File: src/rtl/gspc_pkg.sv
// Package for the gas sensor ppm conditioner: field widths, constants,
// register indexes, datapath command codes and the controller status bundle.
// No dependencies.
package gspc_pkg;

   localparam int ADC_BITS       = 12;
   localparam int ADC_W          = 12;
   localparam int COUNT_BITS_DEF = 16;
   localparam int RL_W           = 20;
   localparam int MV_W           = 13;
   localparam int PPM_W          = 14;
   localparam int LVL_W          = 3;
   localparam int REF_W          = 32;
   localparam int SUM_W          = 32;
   localparam int CSR_IDX_W      = 2;
   localparam int CSR_DATA_W     = 20;
   localparam int REQ_DATA_W     = 16;
   localparam int RSP_DATA_W     = 64;
   localparam int RSP_USER_W     = 2;

   localparam int DIV_NUM_W      = 64;
   localparam int DIV_DEN_W      = 40;
   localparam int SQ_RAD_W       = 40;
   localparam int SQ_ROOT_W      = 20;
   localparam int X_W            = 21;
   localparam int X2_W           = 26;
   localparam int X3_W           = 31;
   localparam int P_W            = 35;

   localparam logic [ADC_W-1:0] ADC_MASK = ADC_W'((64'd1 << ADC_BITS) - 64'd1);
   localparam logic [DIV_DEN_W-1:0] ADC_FULL = DIV_DEN_W'((64'd1 << ADC_BITS) - 64'd1);

   localparam logic [MV_W-1:0]  MV_SCALE  = 13'd4950;
   localparam logic [MV_W-1:0]  MV_MAX    = 13'd5000;
   localparam logic [PPM_W-1:0] PPM_MAX   = 14'd10000;
   localparam logic [DIV_NUM_W-1:0] X_LIMIT = 64'd20 << 16;

   localparam logic [RL_W-1:0]  RL_RESET  = 20'd10000;
   localparam logic [MV_W-1:0]  VC_RESET  = 13'd5000;
   localparam logic [MV_W-1:0]  THR_RESET = 13'd3000;

   localparam logic [MV_W-1:0]  LVL_T1 = 13'd500;
   localparam logic [MV_W-1:0]  LVL_T2 = 13'd1500;
   localparam logic [MV_W-1:0]  LVL_T3 = 13'd2500;
   localparam logic [MV_W-1:0]  LVL_T4 = 13'd3500;

   localparam logic [CSR_IDX_W-1:0] CSR_LOAD_RES = 2'd0;
   localparam logic [CSR_IDX_W-1:0] CSR_SUPPLY   = 2'd1;
   localparam logic [CSR_IDX_W-1:0] CSR_ALARM    = 2'd2;

   typedef enum logic [LVL_W-1:0] {
      LEVEL_NORMAL   = 3'd0,
      LEVEL_LOW      = 3'd1,
      LEVEL_MEDIUM   = 3'd2,
      LEVEL_HIGH     = 3'd3,
      LEVEL_CRITICAL = 3'd4
   } level_type;

   typedef enum logic [4:0] {
      OP_NONE,
      OP_LOAD,
      OP_MV_MUL,
      OP_DIV_GO,
      OP_MV_FIN,
      OP_CAL_ACC,
      OP_REF_TOP,
      OP_REF_SPEC,
      OP_REF_DIFF,
      OP_REF_NUM,
      OP_REF_SCALE,
      OP_REF_RND,
      OP_REF_FIN,
      OP_PPM_N1,
      OP_PPM_N2,
      OP_PPM_D1,
      OP_PPM_D2,
      OP_PPM_MAX,
      OP_X_LOAD,
      OP_X2,
      OP_X3,
      OP_SQ_X,
      OP_SQ_R,
      OP_PPM_P,
      OP_PPM_FIN,
      OP_OUT
   } dp_op_type;

   typedef struct packed {
      logic mode;
      logic last;
      logic div_done;
      logic sq_done;
      logic ref_special;
      logic ppm_skip;
      logic x_big;
   } dp_status_type;

endpackage

File: src/rtl/gspc_ctrl.sv
// Controller: sequences datapath commands for one item and runs both
// stream handshakes. Depends on gspc_pkg.
module gspc_ctrl (
   input  logic                    clock,
   input  logic                    reset,
   input  logic                    req_tvalid,
   output logic                    req_tready,
   output logic                    rsp_tvalid,
   input  logic                    rsp_tready,
   input  gspc_pkg::dp_status_type status,
   output gspc_pkg::dp_op_type     op
);
   import gspc_pkg::*;

   typedef enum logic [4:0] {
      S_IDLE, S_MV_MUL, S_MV_FIN, S_BRANCH, S_CAL_ACC,
      S_REF_TOP, S_REF_CHK, S_REF_NUM, S_REF_SCALE, S_REF_RND, S_REF_GO,
      S_REF_WAIT, S_REF_FIN, S_PPM_N2, S_PPM_D1, S_PPM_D2, S_PPM_GO,
      S_PPM_WAIT, S_PPM_X, S_X2, S_X3, S_SQ_GO, S_SQ_WAIT, S_PPM_P,
      S_PPM_FIN, S_DONE
   } state_type;

   state_type  state_ff, state_in;
   logic       valid_ff, valid_in;
   logic [1:0] sq_cnt_ff, sq_cnt_in;
   logic       out_free;

   assign out_free = !valid_ff || rsp_tready;

   always_comb begin
      state_in  = state_ff;
      sq_cnt_in = sq_cnt_ff;
      valid_in  = valid_ff && !rsp_tready;
      op        = OP_NONE;
      unique case (state_ff)
         S_IDLE: begin
            if (req_tvalid) begin
               op       = OP_LOAD;
               state_in = S_MV_MUL;
            end
         end
         S_MV_MUL: begin
            op       = OP_MV_MUL;
            state_in = S_MV_FIN;
         end
         S_MV_FIN: begin
            op       = OP_MV_FIN;
            state_in = S_BRANCH;
         end
         S_BRANCH: begin
            if (status.mode) begin
               state_in = S_CAL_ACC;
            end else if (status.ppm_skip) begin
               state_in = S_DONE;
            end else begin
               op       = OP_PPM_N1;
               state_in = S_PPM_N2;
            end
         end
         S_CAL_ACC: begin
            op       = OP_CAL_ACC;
            state_in = status.last ? S_REF_TOP : S_DONE;
         end
         S_REF_TOP: begin
            op       = OP_REF_TOP;
            state_in = S_REF_CHK;
         end
         S_REF_CHK: begin
            if (status.ref_special) begin
               op       = OP_REF_SPEC;
               state_in = S_DONE;
            end else begin
               op       = OP_REF_DIFF;
               state_in = S_REF_NUM;
            end
         end
         S_REF_NUM: begin
            op       = OP_REF_NUM;
            state_in = S_REF_SCALE;
         end
         S_REF_SCALE: begin
            op       = OP_REF_SCALE;
            state_in = S_REF_RND;
         end
         S_REF_RND: begin
            op       = OP_REF_RND;
            state_in = S_REF_GO;
         end
         S_REF_GO: begin
            op       = OP_DIV_GO;
            state_in = S_REF_WAIT;
         end
         S_REF_WAIT: if (status.div_done) state_in = S_REF_FIN;
         S_REF_FIN: begin
            op       = OP_REF_FIN;
            state_in = S_DONE;
         end
         S_PPM_N2: begin
            op       = OP_PPM_N2;
            state_in = S_PPM_D1;
         end
         S_PPM_D1: begin
            op       = OP_PPM_D1;
            state_in = S_PPM_D2;
         end
         S_PPM_D2: begin
            op       = OP_PPM_D2;
            state_in = S_PPM_GO;
         end
         S_PPM_GO: begin
            op       = OP_DIV_GO;
            state_in = S_PPM_WAIT;
         end
         S_PPM_WAIT: if (status.div_done) state_in = S_PPM_X;
         S_PPM_X: begin
            if (status.x_big) begin
               op       = OP_PPM_MAX;
               state_in = S_DONE;
            end else begin
               op       = OP_X_LOAD;
               state_in = S_X2;
            end
         end
         S_X2: begin
            op       = OP_X2;
            state_in = S_X3;
         end
         S_X3: begin
            op        = OP_X3;
            sq_cnt_in = '0;
            state_in  = S_SQ_GO;
         end
         S_SQ_GO: begin
            op       = (sq_cnt_ff == 2'd0) ? OP_SQ_X : OP_SQ_R;
            state_in = S_SQ_WAIT;
         end
         S_SQ_WAIT: begin
            if (status.sq_done) begin
               sq_cnt_in = sq_cnt_ff + 1'b1;
               state_in  = (sq_cnt_ff == 2'd2) ? S_PPM_P : S_SQ_GO;
            end
         end
         S_PPM_P: begin
            op       = OP_PPM_P;
            state_in = S_PPM_FIN;
         end
         S_PPM_FIN: begin
            op       = OP_PPM_FIN;
            state_in = S_DONE;
         end
         S_DONE: begin
            if (out_free) begin
               op       = OP_OUT;
               valid_in = 1'b1;
               state_in = S_IDLE;
            end
         end
         default: state_in = S_IDLE;
      endcase
   end

   always_ff @(posedge clock) begin
      if (reset) begin
         state_ff  <= S_IDLE;
         valid_ff  <= 1'b0;
         sq_cnt_ff <= '0;
      end else begin
         state_ff  <= state_in;
         valid_ff  <= valid_in;
         sq_cnt_ff <= sq_cnt_in;
      end
   end

   assign req_tready = state_ff == S_IDLE;
   assign rsp_tvalid = valid_ff;

endmodule

File: config.mk
export PLATFORM = sky130hd
export DESIGN_NAME = gspc_ctrl
export DESIGN_NICKNAME = d
export VERILOG_FILES = /design/src/rtl/gspc_pkg.sv /design/src/rtl/gspc_ctrl.sv
export SDC_FILE = /design/constraint.sdc
export NUM_CORES = 1
export LEC_CHECK = 0
export BUFFER_PORTS_ARGS = -buffer_cell sky130_fd_sc_hd__buf_2
export CORE_MARGIN = 3
export CORE_UTILIZATION = 34
export CTS_BUF_LIST = sky130_fd_sc_hd__clkbuf_16
export CTS_CLUSTER_SIZE = 40
export DETAILED_ROUTE_END_ITERATION = 7
export PLACE_DENSITY = 0.62
export SLEW_MARGIN = 10
export SYNTH_ARGS = -nofsm -noshare
export SYNTH_HDL_FRONTEND = slang
export SYNTH_SLANG_ARGS = --single-unit
File: constraint.sdc
create_clock -name clock -period 1.8 [get_ports clock]
set_input_delay 0.45 -clock clock [delete_from_list [all_inputs] [get_ports clock]]
set_output_delay 0.45 -clock clock [all_outputs]
set_load 0.05 [all_outputs]
### After elaboration in Yosys (flattened, before gate mapping)

Cells that the tools add are included.

| operators by class | value |
|---|---|
| reduce and logical (&&, ||, !) cells | 11 |
| eq/ne operators | 31 |
| muxes and demuxes | 24 |
| $add $sub $neg | 1 |

Operators with widths:

| operator | number |
|---|---|
| $pmux 5 s25 | 1 |
| $pmux 5 s22 | 1 |
| $eq 5x5->1 const B | 10 |
| $mux 5 | 10 |
| $eq 5x4->1 const B | 8 |
| $eq 5x3->1 const B | 4 |
| $mux 4 | 4 |
| $eq 5x2->1 const B | 2 |
| $ne 2x2->1 const B | 5 |
| $mux 2 | 4 |
| $eq 5x1->1 const B | 1 |
| $logic_not 5->1 | 1 |
| $reduce_and 5->1 | 1 |
| $pmux 2 s2 | 1 |
| $reduce_or 2->1 | 2 |
| $mux 1 | 3 |
| $add 2x1->2 const B | 1 |
| $eq 2x2->1 const B | 1 |
| $logic_not 1->1 | 2 |
| $logic_not 2->1 | 1 |
| $reduce_and 2->1 | 1 |
| $reduce_bool 2->1 | 1 |
| $logic_and 1x1->1 | 1 |
| $logic_or 1x1->1 | 1 |

| storage, ports and cells | value |
|---|---|
| logic and storage cells | 70 |
| input bits | 11 |
| bits in registers | 8 |
| output and inout bits | 7 |

### Longest topological paths before layout

| depth | value |
|---|---|
| depth after elaboration | 4 |
| depth in mapped cells | 8 |
| gate-level depth less buffers | 7 |

### Worst setup path before layout

Ideal clock, no wire load.

| path | value |
|---|---|
| path type | register to output |
| start point | reg state_ff[0] |
| end point | out op[3] |
| stages on the path, launching flop included | 6 |
| data arrival time | 2.210 ns |
| buffers on the path | 2 |
| setup slack | -0.860 ns |
| data required time | 1.350 ns |
| cells stage by stage | dfxtp_1 clkbuf_1 clkbuf_1 nand2b_1 a21oi_1 o31ai_1 |

| between the ends | value |
|---|---|
| cells in the longest elaborated chain, start to end | 3 |
| elaborated cells on any way between the ends | 25 |
| classes of those cells | eq/ne (22); mux (1); reduce/logical (2) |

RTL lines:

| what | line | RTL |
|---|---|---|
| from (decl) | gspc_ctrl.sv:23 | `state_type state_ff, state_in;` |
| from (signal assigned) | gspc_ctrl.sv:168 | `state_ff <= state_in;` |
| $eq 5x5->1 / $eq 5x4->1 (equally long branches) | gspc_ctrl.sv:35 | `unique case (state_ff)` |
| $reduce_or 2->1 (no source line) | -- |  |
| $pmux 5 s22 (*) | gspc_ctrl.sv:35 |  |
| to (decl) | gspc_ctrl.sv:11 | `output gspc_pkg::dp_op_type op` |

Mark *: on every way between the ends. The rest lies on a longest branch, timed or not.

### Final worst setup path

| path | value |
|---|---|
| start point | reg state_ff[4] |
| end point | out op[0] |

Same word-level chain as after synthesis.

==> Flow_metrics.wiki <==
{| class="wikitable"
! Metric !! Value
|-
| Worst reg2reg path depth || 8
|-
| Post-DRT Antenna Nets || 0
|-
| Half-perimeter wire length of the detailed placement result || approximately 2900 um
|-
| Post-cts hold buffer count || 0
|-
| Source of the worst register-to-register timing path || state_ff[1]$_SDFFE_PP0P_
|-
| Fraction of synthesized cell area taken by the top area cell type || 0.150
|-
| Worst-case clock buffer depth || 2
|-
| Worst hold-check slack || around 490 ps
|-
| Most frequent cells in the layout || buf_4, buf_6, a21oi_1
|-
| Sort of element at the end of the critical path || output port
|-
| Total length of routed wires || 4270 um
|-
| Die boundary height || ~62 um
|-
| Fill cell count || between 200 and 250
|-
| Vias after detailed routing || 1427
|-
| Number of nets in the layout || 229
|-
| CP Data Required Time || roughly 1400 ps
|-
| Most common cell after layout, fill and taps aside || buf_4
|-
| Hold-critical path depth || 2
|-
| Leading cell types by total area after synthesis || dfxtp_1, a21oi_1, nor2b_1
|-
| Combinational share of power || 0.785
|-
| Max Fanout on Critical Path || 7
|-
| Startpoint of the most critical hold path || reset
|-
| Number of vias per cell after detailed routing || around 5.6
|-
| Die Area || between 3000 and 4000 um2
|-
| Vias in the first global route || between 1000 and 1500
|-
| RSZ-0062 raised after global routing || true
|-
| Storage cell area || about 180 um2
|-
| Destination of the worst hold path || sq_cnt_ff[1]$_SDFFE_PP0P_
|-
| Status || finished, violations left
|-
| Areal power density over the cells || ~1600 nW/um2
|-
| Final design instance area without fill || roughly 2000 um2
|-
| Cell type with the highest aggregate area in the netlist || dfxtp_1
|-
| Pin count of the biggest net entering global routing || 16
|-
| GR Util All Layers || 0.226
|-
| Switching power summed over all nets || between 1 and 1.5 mW
|-
| Antenna Diode Count || 0
|-
| Initial detailed-routing violation count || 93
|-
| Syn nets || around 170
|-
| Total negative slack || -2590 ps
|-
| Final routed wire length divided by cell count || 16.6 um
|-
| Headroom to the max-slew limit || 0.741
|-
| Standard cell core area || roughly 2900 um2
|-
| Cells after synthesis || roughly 150
|-
| Leakage || 0.779 nW
|-
| Yosys Warn Count || 0
|-
| Port Buffers || 17
|-
| Die Span X || just over 60 um
|-
| Flops & latches, synth || 8
|-
| I/O pin count || 18
|-
| Arrival time of data at the critical path endpoint || 1730 ps
|-
| Maximum capacitance violations || 0
|-
| Max H-tree Level || 1
|-
| Switching fraction of total power || 0.474
|-
| Num CTS Buffers || 3
|-
| Sink count of the clock tree || 8
|-
| Reg clk slew, reported paths || around 40 ps
|-
| Sequential area share after synthesis || 0.150
|-
| Worst Slack Setup Final || -385 ps
|-
| Area after detailed placement || between 1500 and 2000 um2
|-
| Worst reg2reg path endpoint || state_ff[4]$_SDFFE_PP0P_
|-
| Final RePlAce weighted congestion || slightly above 0.9
|-
| Number of antenna violations at the first check in global routing || 0
|-
| Startpoint type of the worst setup path || register
|-
| Worst slew pin tran || about 380 ps
|-
| Number of synthesized flops with an enable pin || 0
|-
| Share of synthesized flip-flops with an asynchronous set or reset || 0
|-
| Final Cycle Share || 1.21
|-
| Initial Utilization || 0.371
|-
| Crit path kind || register to output port
|-
| DRC violations left || 0
|-
| Layout cells sized above 1 || 0.586
|-
| Shortest clock period the worst path allows after layout || 2180 ps
|-
| Cell at the root of the clock tree || clkbuf_16
|-
| Distinct cell type count after synthesis || 50
|-
| Global-route wire length before repair || 6390 um
|-
| Synthesized area divided by synthesized cell count || slightly below 7 um2
|-
| Clock network power share || 0.124
|-
| Violations in the final reports || setup timing
|-
| Latest clock arrival within the worst-skew pair || around 240 ps
|-
| Number of core rows || 19
|-
| Maximum VDD drop || about 0.00078 V
|-
| Number of failing setup endpoints in the final timing report || 11
|-
| Skew final || around 2.5 ps
|-
| Total count of max-transition violations in the final report || 0
|-
| Flop-to-flop setup slack || -250 ps
|-
| Synth Cell Area || 1070 um2
|-
| Total area of multi-input combinational cells || 1030 um2
|-
| Most used DFF post-synth || dfxtp_1
|-
| Final global-route overflow total || 0
|-
| Class of the tightest hold or removal check || primary input to register
|-
| Internal cell power || between 1.5 and 2 mW
|-
| Highest clock frequency the design can meet || between 0.4 and 0.5 GHz
|-
| Detailed Routing Iterations Pass 1 || 4
|-
| Clock tree from TritonCTS || built
|-
| Area growth from synthesis to layout || 83.7%
|-
| Sequential Power Share || 0.091
|-
| Hold violation count in the final report || 0
|}
## worst max path at each step
stage,start,to,slack (ps)
after floorplan,state_ff[3]$_SDFFE_PP0P_,op[0],-30
after global placement,state_ff[3]$_SDFFE_PP0P_,op[0],-300
after detailed placement,state_ff[3]$_SDFFE_PP0P_,op[0],-290
after CTS,state_ff[4]$_SDFFE_PP0P_,op[0],-380
after global routing,state_ff[4]$_SDFFE_PP0P_,op[0],-420
final,state_ff[4]$_SDFFE_PP0P_,op[0],-380
## state kept, by name (all words and copies together) (netlist names)
name and cells:
sq_cnt_ff 2, rsp_tvalid 1, state_ff 5
## synthesized netlist by cell type (2+ instances only)
master / number
clkbuf_1: 4
o21bai_1: 2
a21oi_1: 18
nand2b_1: 5
buf_1: 3
o31ai_1: 3
nor2_1: 11
nand4_1: 3
o21ai_1: 3
o22ai_1: 3
nor3_1: 5
buf_2: 7
a211oi_1: 2
o2bb2ai_1: 4
or2_1: 2
a22oi_1: 2
ha_1: 2
inv_1: 4
a31oi_1: 3
o32ai_1: 2
o21ai_0: 8
nand3_1: 6
nand2_1: 11
dfxtp_1: 8
or3_1: 2
nor2b_1: 7
## power groups by stage
stage / Clock [mW] / Sequential [mW] / Combinational (mW)
floorplan: 0 / 0.263 / 1.37
detailed placement: 0 / 0.322 / 1.81
finish: 0.385 / 0.283 / 2.44
CTS: 0.391 / 0.320 / 2.07
global placement: 0 / 0.322 / 1.79
global route: 0.397 / 0.291 / 2.58
## through the flow
stage               total power [mW]   util  worst slack, ps  std cells
CTS                             2.78  0.607             -384        249
floorplan                       1.64      -            -30.7        154
global route                    3.27  0.682             -422        257
finish                          3.11  0.682             -385        257
global placement                2.11  0.537             -296        243
detailed placement              2.13  0.537             -288        243
## timing repair
item | 4_1_cts | 5_1_grt
endpoints found under the setup margin | 11 | 8
pin swaps | 7 | 19
gates cloned | 0 | 0
buffers inserted | 2 | 9
gates resized for setup | 36 | 35
## routing by layer
layer / track usage / up-vias / share of wire
met1: 0.312 / 659 / 0.43
met2: 0.361 / 56 / 0.50
met5: 0 / - / 0
li1: - / 705 / -
met3: 0.0372 / 7 / 0.060
met4: 0.0636 / 0 / 0.014
## logic make-up after synthesis
family	Yosys count	synth area share
and+or+nand+nor	62	0.345
AOI/OAI and AO/OA	60	0.380
buffers and inverters	21	0.0926
DFF	8	0.150
adders and majority gates	2	0.0234
muxes	1	0.00938
## worst max-delay path: stages (launching register included)
cell and delay [ps]:
dfxtp_4 380, and2b_4 210, a21oi_4 140, o32ai_2 110, a2111o_2 500, buf_8 160
## final cells by class
type | instances | area share
clock buffers | 3 | 0.0383
repair buffers | 73 | 0.306
inverters | 5 | 0.00957
clock inverters | 1 | 0.00191
flip-flops and latches | 8 | 0.0913
multi-input cells | 125 | 0.526
well taps | 42 | 0.0268
(Power assumes the default switching activity.)
